File: src/assert_macros.svh
// ----------------------------------------------------------------------------
// assert_macros.svh
// Assertion shorthands used by the RTL.
// ----------------------------------------------------------------------------
`ifndef ASSERT_MACROS_SVH
`define ASSERT_MACROS_SVH

// Same-cycle implication, reset masks the check.
`define FRE_ASSERT_SAME(label, clk, rst, ante, cons) \
   label: assert property (@(posedge clk) disable iff (rst) (ante) |-> (cons)) \
      else $error("assertion failed");

// Next-cycle implication, reset masks the check.
`define FRE_ASSERT_NEXT(label, clk, rst, ante, cons) \
   label: assert property (@(posedge clk) disable iff (rst) (ante) |=> (cons)) \
      else $error("assertion failed");

`endif

File: src/fre_pkg.sv
// ----------------------------------------------------------------------------
// fre_pkg
// Widths, defaults and shared types of the frame RMS energy block.
// ----------------------------------------------------------------------------
package fre_pkg;

   localparam int SAMPLE_W              = 16;
   localparam int SQ_W                  = 31;  // square of a 16-bit sample, at most 2^30
   localparam int MEAN_W                = 39;  // 256 * mean square, at most 2^38
   localparam int RAD_W                 = 40;  // radicand, even width
   localparam int ROOT_W                = 20;
   localparam int SREM_W                = ROOT_W + 1;
   localparam int RMS_W                 = 20;
   localparam int DEFAULT_MAX_FRAME_LEN = 1024;

   // Accumulator commands from the sequencer.
   typedef struct packed {
      logic capture;  // latch the incoming sample
      logic add;      // add the square, or saturate
      logic clear;    // start a new frame
   } acc_ctl_type;

endpackage

File: src/frame_rms_energy.sv
// ----------------------------------------------------------------------------
// frame_rms_energy
// RMS energy of sample frames: sum of squares, divide by count, square root.
// ----------------------------------------------------------------------------
// Channel   Dir  Handshake             Payload
// req       in   req_valid/req_stall   req_sample, req_frame_end
// rsp       out  rsp_valid/rsp_stall   rsp_rms_value, rsp_overflow
//
// A sample without frame end is latched, squared and accumulated.
// A frame-end beat then divides by the count and takes the square root:
// the shared trial subtractor runs one quotient bit, then one root bit, a cycle.
// The result register lets new samples in while a result waits on rsp_stall;
// the next frame end holds in its final state until that register is free.
// Reset is synchronous and clears the accumulator and the sequencer.
// ----------------------------------------------------------------------------
`include "assert_macros.svh"

module frame_rms_energy import fre_pkg::*; #(
   parameter int MAX_FRAME_LEN = DEFAULT_MAX_FRAME_LEN
) (
   input  logic                       clock,
   input  logic                       reset,
   input  logic                       req_valid,
   output logic                       req_stall,
   input  logic signed [SAMPLE_W-1:0] req_sample,
   input  logic                       req_frame_end,
   output logic                       rsp_valid,
   input  logic                       rsp_stall,
   output logic [RMS_W-1:0]           rsp_rms_value,
   output logic                       rsp_overflow
);

   localparam int CNT_W    = $clog2(MAX_FRAME_LEN + 1);
   localparam int SUM_W    = 31 + $clog2(MAX_FRAME_LEN);
   localparam int NUM_W    = SUM_W + 8;
   localparam int DIV_OP_W = CNT_W + 1;
   localparam int SQ_OP_W  = ROOT_W + 3;
   localparam int SUB_W    = (DIV_OP_W > SQ_OP_W) ? DIV_OP_W : SQ_OP_W;
   localparam int ITER_W   = $clog2(NUM_W);

   localparam logic [2:0] ST_IDLE      = 3'd0;
   localparam logic [2:0] ST_SQUARE    = 3'd1;
   localparam logic [2:0] ST_ACCUM     = 3'd2;
   localparam logic [2:0] ST_DIV_INIT  = 3'd3;
   localparam logic [2:0] ST_DIV       = 3'd4;
   localparam logic [2:0] ST_SQRT_INIT = 3'd5;
   localparam logic [2:0] ST_SQRT      = 3'd6;
   localparam logic [2:0] ST_DONE      = 3'd7;

   logic [2:0]        state_ff, state_in;
   logic              end_ff, end_in;
   logic [ITER_W-1:0] iter_ff, iter_in;
   logic [NUM_W-1:0]  num_ff, num_in;
   logic [CNT_W-1:0]  rem_ff, rem_in;
   logic [RAD_W-1:0]  rad_ff, rad_in;
   logic [SREM_W-1:0] srem_ff, srem_in;
   logic [ROOT_W-1:0] root_ff, root_in;
   logic              rsp_valid_ff, rsp_valid_in;
   logic [RMS_W-1:0]  rms_ff, rms_in;
   logic              ovf_ff, ovf_in;

   acc_ctl_type       acc_ctl;
   logic [SUM_W-1:0]  acc_sum;
   logic [CNT_W-1:0]  acc_count;
   logic              acc_exceeded;

   logic              mode_sqrt;
   logic [SUB_W-1:0]  trial_minuend;
   logic [SUB_W-1:0]  trial_diff;
   logic              trial_fits;
   logic              req_accept;
   logic              rsp_free;

   fre_accum #(
      .MAX_FRAME_LEN (MAX_FRAME_LEN),
      .CNT_W         (CNT_W),
      .SUM_W         (SUM_W)
   ) u_accum (
      .clock           (clock),
      .reset           (reset),
      .ctl             (acc_ctl),
      .sample          (req_sample),
      .square_sum      (acc_sum),
      .sample_count    (acc_count),
      .length_exceeded (acc_exceeded)
   );

   fre_trial_unit #(
      .CNT_W (CNT_W),
      .SUB_W (SUB_W)
   ) u_trial (
      .mode_sqrt (mode_sqrt),
      .div_rem   (rem_ff),
      .div_bit   (num_ff[NUM_W-1]),
      .divisor   (acc_count),
      .sq_rem    (srem_ff),
      .sq_bits   (rad_ff[RAD_W-1:RAD_W-2]),
      .root      (root_ff),
      .minuend   (trial_minuend),
      .diff      (trial_diff),
      .fits      (trial_fits)
   );

   assign req_stall  = (state_ff != ST_IDLE);
   assign req_accept = req_valid && !req_stall;
   assign rsp_free   = !rsp_valid_ff || !rsp_stall;
   assign mode_sqrt  = (state_ff == ST_SQRT);

   always_comb begin
      state_in     = state_ff;
      end_in       = end_ff;
      iter_in      = iter_ff;
      num_in       = num_ff;
      rem_in       = rem_ff;
      rad_in       = rad_ff;
      srem_in      = srem_ff;
      root_in      = root_ff;
      rsp_valid_in = rsp_valid_ff;
      rms_in       = rms_ff;
      ovf_in       = ovf_ff;
      acc_ctl      = '0;

      if (rsp_valid_ff && !rsp_stall) begin
         rsp_valid_in = 1'b0;
      end

      unique case (state_ff)
         ST_IDLE: begin
            if (req_accept) begin
               acc_ctl.capture = 1'b1;
               end_in          = req_frame_end;
               state_in        = ST_SQUARE;
            end
         end
         ST_SQUARE: begin
            state_in = ST_ACCUM;
         end
         ST_ACCUM: begin
            acc_ctl.add = 1'b1;
            state_in    = end_ff ? ST_DIV_INIT : ST_IDLE;
         end
         ST_DIV_INIT: begin
            num_in   = {acc_sum, 8'd0};
            rem_in   = '0;
            iter_in  = ITER_W'(NUM_W - 1);
            state_in = ST_DIV;
         end
         ST_DIV: begin
            // shift in one quotient bit
            rem_in = trial_fits ? trial_diff[CNT_W-1:0] : trial_minuend[CNT_W-1:0];
            num_in = {num_ff[NUM_W-2:0], trial_fits};
            iter_in = iter_ff - ITER_W'(1);
            if (iter_ff == '0) begin
               state_in = ST_SQRT_INIT;
            end
         end
         ST_SQRT_INIT: begin
            rad_in   = RAD_W'(num_ff[MEAN_W-1:0]);
            srem_in  = '0;
            root_in  = '0;
            iter_in  = ITER_W'(ROOT_W - 1);
            state_in = ST_SQRT;
         end
         ST_SQRT: begin
            // two radicand bits in, one root bit out
            srem_in = trial_fits ? trial_diff[SREM_W-1:0] : trial_minuend[SREM_W-1:0];
            root_in = {root_ff[ROOT_W-2:0], trial_fits};
            rad_in  = {rad_ff[RAD_W-3:0], 2'b00};
            iter_in = iter_ff - ITER_W'(1);
            if (iter_ff == '0) begin
               state_in = ST_DONE;
            end
         end
         ST_DONE: begin
            if (rsp_free) begin
               rsp_valid_in  = 1'b1;
               rms_in        = RMS_W'(root_ff);
               ovf_in        = acc_exceeded;
               acc_ctl.clear = 1'b1;
               state_in      = ST_IDLE;
            end
         end
         default: begin
            state_in = ST_IDLE;
         end
      endcase
   end

   always_ff @(posedge clock) begin
      if (reset) begin
         state_ff     <= ST_IDLE;
         rsp_valid_ff <= 1'b0;
      end else begin
         state_ff     <= state_in;
         rsp_valid_ff <= rsp_valid_in;
      end
   end

   always_ff @(posedge clock) begin
      end_ff  <= end_in;
      iter_ff <= iter_in;
      num_ff  <= num_in;
      rem_ff  <= rem_in;
      rad_ff  <= rad_in;
      srem_ff <= srem_in;
      root_ff <= root_in;
      rms_ff  <= rms_in;
      ovf_ff  <= ovf_in;
   end

   assign rsp_valid     = rsp_valid_ff;
   assign rsp_rms_value = rms_ff;
   assign rsp_overflow  = ovf_ff;

   `FRE_ASSERT_NEXT(a_busy_after_accept, clock, reset, req_accept, req_stall)
   `FRE_ASSERT_SAME(a_count_in_range, clock, reset, 1'b1, acc_count <= CNT_W'(MAX_FRAME_LEN))
   `FRE_ASSERT_SAME(a_divisor_nonzero, clock, reset, state_ff == ST_DIV, acc_count != '0)
   `FRE_ASSERT_SAME(a_rms_bound, clock, reset, rsp_valid_ff, rms_ff <= RMS_W'(524288))

endmodule

File: src/fre_accum.sv
// ----------------------------------------------------------------------------
// fre_accum
// Squares samples and accumulates sum of squares and count, saturating.
// ----------------------------------------------------------------------------
module fre_accum import fre_pkg::*; #(
   parameter int MAX_FRAME_LEN = DEFAULT_MAX_FRAME_LEN,
   parameter int CNT_W         = $clog2(MAX_FRAME_LEN + 1),
   parameter int SUM_W         = 31 + $clog2(MAX_FRAME_LEN)
) (
   input  logic                       clock,
   input  logic                       reset,
   input  acc_ctl_type                ctl,
   input  logic signed [SAMPLE_W-1:0] sample,
   output logic [SUM_W-1:0]           square_sum,
   output logic [CNT_W-1:0]           sample_count,
   output logic                       length_exceeded
);

   logic signed [SAMPLE_W-1:0]   sample_ff;
   logic signed [2*SAMPLE_W-1:0] product;
   logic [SQ_W-1:0]              sq_ff;
   logic [SUM_W-1:0]             sum_ff, sum_in;
   logic [CNT_W-1:0]             count_ff, count_in;
   logic                         exceeded_ff, exceeded_in;
   logic                         full;

   assign product = sample_ff * sample_ff;
   assign full    = (count_ff == CNT_W'(MAX_FRAME_LEN));

   always_ff @(posedge clock) begin
      if (ctl.capture) begin
         sample_ff <= sample;
      end
      sq_ff <= product[SQ_W-1:0];
   end

   always_comb begin
      sum_in      = sum_ff;
      count_in    = count_ff;
      exceeded_in = exceeded_ff;
      if (ctl.clear) begin
         sum_in      = '0;
         count_in    = '0;
         exceeded_in = 1'b0;
      end else if (ctl.add) begin
         if (full) begin
            // hold sum and count, flag the frame
            exceeded_in = 1'b1;
         end else begin
            sum_in   = sum_ff + SUM_W'(sq_ff);
            count_in = count_ff + CNT_W'(1);
         end
      end
   end

   always_ff @(posedge clock) begin
      if (reset) begin
         sum_ff      <= '0;
         count_ff    <= '0;
         exceeded_ff <= 1'b0;
      end else begin
         sum_ff      <= sum_in;
         count_ff    <= count_in;
         exceeded_ff <= exceeded_in;
      end
   end

   assign square_sum      = sum_ff;
   assign sample_count    = count_ff;
   assign length_exceeded = exceeded_ff;

endmodule

File: src/fre_trial_unit.sv
// ----------------------------------------------------------------------------
// fre_trial_unit
// Shared trial subtractor for restoring divide and digit-by-digit root.
// ----------------------------------------------------------------------------
module fre_trial_unit import fre_pkg::*; #(
   parameter int CNT_W = 11,
   parameter int SUB_W = 23
) (
   input  logic               mode_sqrt,
   input  logic [CNT_W-1:0]   div_rem,
   input  logic               div_bit,
   input  logic [CNT_W-1:0]   divisor,
   input  logic [SREM_W-1:0]  sq_rem,
   input  logic [1:0]         sq_bits,
   input  logic [ROOT_W-1:0]  root,
   output logic [SUB_W-1:0]   minuend,
   output logic [SUB_W-1:0]   diff,
   output logic               fits
);

   logic [SUB_W-1:0] subtrahend;
   logic             borrow;

   always_comb begin
      if (mode_sqrt) begin
         minuend    = SUB_W'({sq_rem, sq_bits});
         subtrahend = SUB_W'({root, 2'b01});
      end else begin
         minuend    = SUB_W'({div_rem, div_bit});
         subtrahend = SUB_W'(divisor);
      end
   end

   assign {borrow, diff} = {1'b0, minuend} - {1'b0, subtrahend};
   assign fits           = !borrow;

endmodule

File: config.mk
export PLATFORM = sky130hd
export DESIGN_NAME = frame_rms_energy
export DESIGN_NICKNAME = d
export VERILOG_FILES = /design/src/fre_pkg.sv /design/src/frame_rms_energy.sv /design/src/fre_accum.sv /design/src/fre_trial_unit.sv
export VERILOG_INCLUDE_DIRS = /design/src /design/src/src
export SDC_FILE = /design/constraint.sdc
export NUM_CORES = 1
export LEC_CHECK = 0
export BUFFER_PORTS_ARGS = -buffer_cell sky130_fd_sc_hd__buf_2
export CORE_MARGIN = 5
export CORE_UTILIZATION = 60
export CTS_CLUSTER_DIAMETER = 150
export DETAILED_ROUTE_END_ITERATION = 12
export GPL_ROUTABILITY_DRIVEN = 0
export GPL_TIMING_DRIVEN = 0
export PLACE_DENSITY_LB_ADDON = 0.12
export SYNTH_ARGS = -nofsm -noshare
export SYNTH_HDL_FRONTEND = slang
export SYNTH_HIERARCHICAL = 1
export SYNTH_SLANG_ARGS = --single-unit
export TNS_END_PERCENT = 1
File: constraint.sdc
create_clock -name clock -period 19.3 [get_ports clock]
set_clock_uncertainty 0.1 [all_clocks]
set_input_delay 0.965 -clock clock [delete_from_list [all_inputs] [get_ports clock]]
set_output_delay 0.965 -clock clock [all_outputs]
set_load 0.02 [all_outputs]
Word level (Yosys, flattened, before mapping)
Index checks and enable logic that the tools add are counted.
Widths: inputs -> output; s select.
{ "classes": {"add_sub_neg": 4, "bitwise_logic": 1, "muxes": 24, "n_eq_ne": 12, "n_mul": 1, "reduce_logical": 20} }
{ "op_table": {"columns": ["cell", "n"], "rows": [
  ["$pmux 49 s2", 1],
  ["$pmux 40 s2", 1],
  ["$pmux 21 s2", 1],
  ["$add 41x31->41", 1],
  ["$pmux 20 s2", 1],
  ["$mul 16x16->31", 1],
  ["$pmux 3 s8", 1],
  ["$sub 23x22->24", 1],
  ["$mux 23", 1],
  ["$mux 22", 1],
  ["$pmux 11 s2", 1],
  ["$mux 21", 1],
  ["$pmux 6 s3", 1],
  ["$eq 3x3->1 const B", 4],
  ["$mux 3", 4],
  ["$add 11x1->11 const B", 1],
  ["$eq 11x11->1 const B", 1],
  ["$mux 11", 1],
  ["$mux 1", 8],
  ["$reduce_and 2->1", 4],
  ["$eq 3x2->1 const B", 2],
  ["$logic_not 6->1", 1],
  ["$ne 2x2->1 const B", 3],
  ["$reduce_bool 3->1", 2],
  ["12 further kinds", 18]
]} }
{ "totals": {"word_cells": 78, "reg_bits": 273} }

Longest topological paths before layout
{ "depth": {"word_depth": 5, "mapped_depth": 25} }

Cells and area by module
The synthesis kept the hierarchy.
{ "modules_own_cells": {"columns": ["mod", "area_per_inst_um2", "cells_per_inst", "n_inst"], "rows": [
  ["fre_accum", 13462.9, 1482, 1],
  ["frame_rms_energy", 7018.0, 409, 1],
  ["fre_trial_unit", 1471.4, 203, 1]
]} }

Least setup slack after synthesis
OpenSTA, ideal clock, no wires.
{ "synth_timing": {"kind": "register to register", "start": "reg u_accum.sample_ff[15]", "end": "reg u_accum.sq_ff[27]", "synth_period_minus_slack_ns": 6.266, "required_ns": 19.138, "path_stages_with_launch": 21, "t_arrival_ns": 6.104, "setup_slack_ns": 13.034, "path_cell_list": "edfxtp_1 clkbuf_1 and2_1 fa_1 inv_1 fa_1 inv_1 fa_1 fa_1 fa_1 inv_1 fa_1 inv_1 ha_1 a21o_1 a21oi_1 nor2_1 a311oi_1 o21ai_2 or4b_1 nand3_1"} }
{ "synth_between": {"elab_chain_cells": 1} }
{ "synth_rtl": {"columns": ["element", "line_no", "source"], "rows": [
  ["start: declaration", "fre_accum.sv:19", "logic signed [SAMPLE_W-1:0] sample_ff;"],
  ["start signal: assignment", "fre_accum.sv:32", "sample_ff <= sample;"],
  ["$mul 16x16->31", "fre_accum.sv:27", "assign product = sample_ff * sample_ff;"],
  ["via u_accum.product[27]", "fre_accum.sv:20", "logic signed [2*SAMPLE_W-1:0] product;"],
  ["end signal: assignment", "fre_accum.sv:34", "sq_ff <= product[SQ_W-1:0];"],
  ["end: declaration", "fre_accum.sv:21", "logic [SQ_W-1:0] sq_ff;"]
]} }
The timed path passes the listed nets, and every way through them passes these cells.
A chain may end at the register's enable or synchronous reset.

Worst setup path in the final report
{ "layout_timing": {"start": "reg u_accum.sample_ff[5]", "end": "reg u_accum.sq_ff[30]"} }
Same word-level chain as after synthesis.

==> results by group <==
Logic synthesis
  • Syn nets: approximately 2500
  • Yosys Warn Count: 6
  • Post-synthesis instance total: roughly 2100
  • Post-Syn Area per Cell: around 11 µm²
  • Mapped cell area: ~22000 µm²

Routing
  • Antenna Nets Post-Route: 0
  • Drt pass-1 iters: 6
  • Vias per cell: between 5 and 6
  • Iter 0 DRT Violations: slightly above 800
  • Routed wire length: approximately 45000 µm
  • WL/cell: roughly 17 µm
  • Residual DRC: 0
  • Routed vias: 14619

Timing
  • Worst Tran Pin Value: 0.818 ns
  • Hold_ws: approximately 0.34 ns
  • Final Cycle Share: between 30% and 40%
  • Max_slew headroom: between 40% and 50%
  • Max-slew violation count: 0
  • # setup viols final: 0
  • TNS Setup: 0 ns
  • Final Hold Viols: 0
  • Achievable frequency: about 0.14 GHz
  • Minimum clock period: about 7.3 ns
  • RSZ-0062 raised after global routing: false

Die
  • Site row count: 69
  • Core outline area: ~36000 µm²
  • Starting Density: between 60% and 70%
  • Die Height: 201 µm
  • DIE AREA: between 40000 and 50000 µm²
  • Chip Width: between 200 and 250 µm
  • IO Pins: 44

Cells and area
  • Layout cell share with drive strength beyond 1: under 10%
  • Fill cells: ~2800
  • # diodes: 0
  • Nets: approximately 2600
  • Syn-to-layout area delta: 8.74%

Global route
  • Maximum number of pins on one net before global-route repair: 56
  • Initial antenna violation count: 0
  • Gr ovfl total: 0
  • Vias in the first global route: about 16000
  • GRT Total Usage: a little under a quarter
  • First-pass GRT wire length: ~77000 µm

Setup path
  • Crit end category: flip-flop
  • Crit-path max FO: 10
  • WS Path Type: flip-flop to flip-flop
  • Worst EP arrival: 7.68 ns
  • CP startpoint kind: flip-flop
  • Required @ worst endpoint: about 20 ns

Clocking
  • Cts bufs inserted: 30
  • CTS hold repair buffers: 0
  • Clock transition at path regs: ~0.060 ns
  • CTS tree: built
  • Post-cts gate resize count: 0
  • Post-CTS Setup Bufs: 0
  • CTS root buffer: clkbuf_16
  • Clk buf depth: 3
  • CTS Sinks: around 270
  • Clock Latency Late Sink: slightly below 0.6 ns
  • H-Tree Depth: 1

Run
  • Max_cap viols: 0

Placement
  • HPWL Detailed: ~36000 µm
  • IO Port Bufs: 43

Run status
  • Status: finished clean

Hold path
  • Worst Hold Class: flip-flop to flip-flop
stage by stage:
step	worst slack [ns]	instance area (µm²)	utilization (%)	cells
floorplan	13.03	21800	-	2076
global placement	11.61	22600	63.3	2580
detailed placement	11.91	22700	63.6	2585
CTS	11.89	23700	66.4	2641
global route	11.45	23700	66.4	2641
finish	12.00	23700	66.4	2641
sequential cells by signal, summed over array words and instances, names as in the netlist, 11 cells and up:
name / cells
srem_ff: 21
u_accum/sq_ff: 30
rad_ff: 40
root_ff: 20
rem_ff: 11
num_ff: 49
u_accum/square_sum: 41
rsp_rms_value: 20
u_accum/sample_count: 11
u_accum/sample_ff: 16
metal layers:
metal / share of wire, % / wire (µm) / track usage (%) / up-vias
li1: - / - / - / 7003
met1: 42 / 19100 / 29.0 / 7153
met2: 50 / 22700 / 41.3 / 375
met3: 4.4 / 1980 / 3.12 / 88
met4: 3.1 / 1380 / 6.71 / 0
met5: 0 / 0 / 0 / -
layout make-up:
type,count,area [µm²],area share (%)
Inverter,358,1350,5.67
Multi-Input combinational cell,1375,12900,54.2
Tap cell,461,577,2.43
Sequential cell,272,7300,30.7
Timing Repair Buffer,48,320,1.35
Clock buffer,43,851,3.58
Clock inverter,13,140,0.590
Buffer,71,342,1.44
final timing paths:
| path | start | to | slack (ns) | depth (start not counted) |
|---|---|---|---|---|
| max | u_accum/sample_ff[5] | u_accum/sq_ff[30] | 12.00 | 23 |
| min reg2reg | u_accum/sample_ff[0] | u_accum/sq_ff[0] | 0.34 | 0 |
| max reg2reg | u_accum/sample_ff[5] | u_accum/sq_ff[30] | 12.00 | 23 |
| min | u_accum/sample_ff[0] | u_accum/sq_ff[0] | 0.34 | 0 |
critical path, stage by stage, from the launching register on:
cell,delay (ns)
edfxtp_1,0.32
clkbuf_1,0.48
clkbuf_1,0.56
nand2_1,0.22
fa_1,0.57
fa_1,0.44
fa_1,0.51
inv_1,0.06
fa_1,0.54
fa_1,0.51
inv_1,0.06
fa_1,0.52
inv_1,0.04
ha_1,0.27
clkbuf_1,0.19
nand2_1,0.10
nor2_1,0.04
a211oi_1,0.34
nand3_1,0.13
a31oi_1,0.56
nor3_1,0.12
nor2_1,0.23
nor2_1,0.08
a211oi_1,0.21
layout by cell type, fill, tap and decap left out, types with 38 or more instances in the layout:
cell,count
a21oi_1,99
and3_1,38
nand2_1,176
mux2_2,56
fa_1,230
nand3_1,38
xnor2_1,70
ha_1,146
edfxtp_1,185
nor2_1,115
and2_1,54
clkbuf_1,57
dfxtp_1,87
inv_1,356
buf_2,50
Power is not shown: default switching activity piles up to over one toggle a cycle in this logic, so the estimate is an artifact.
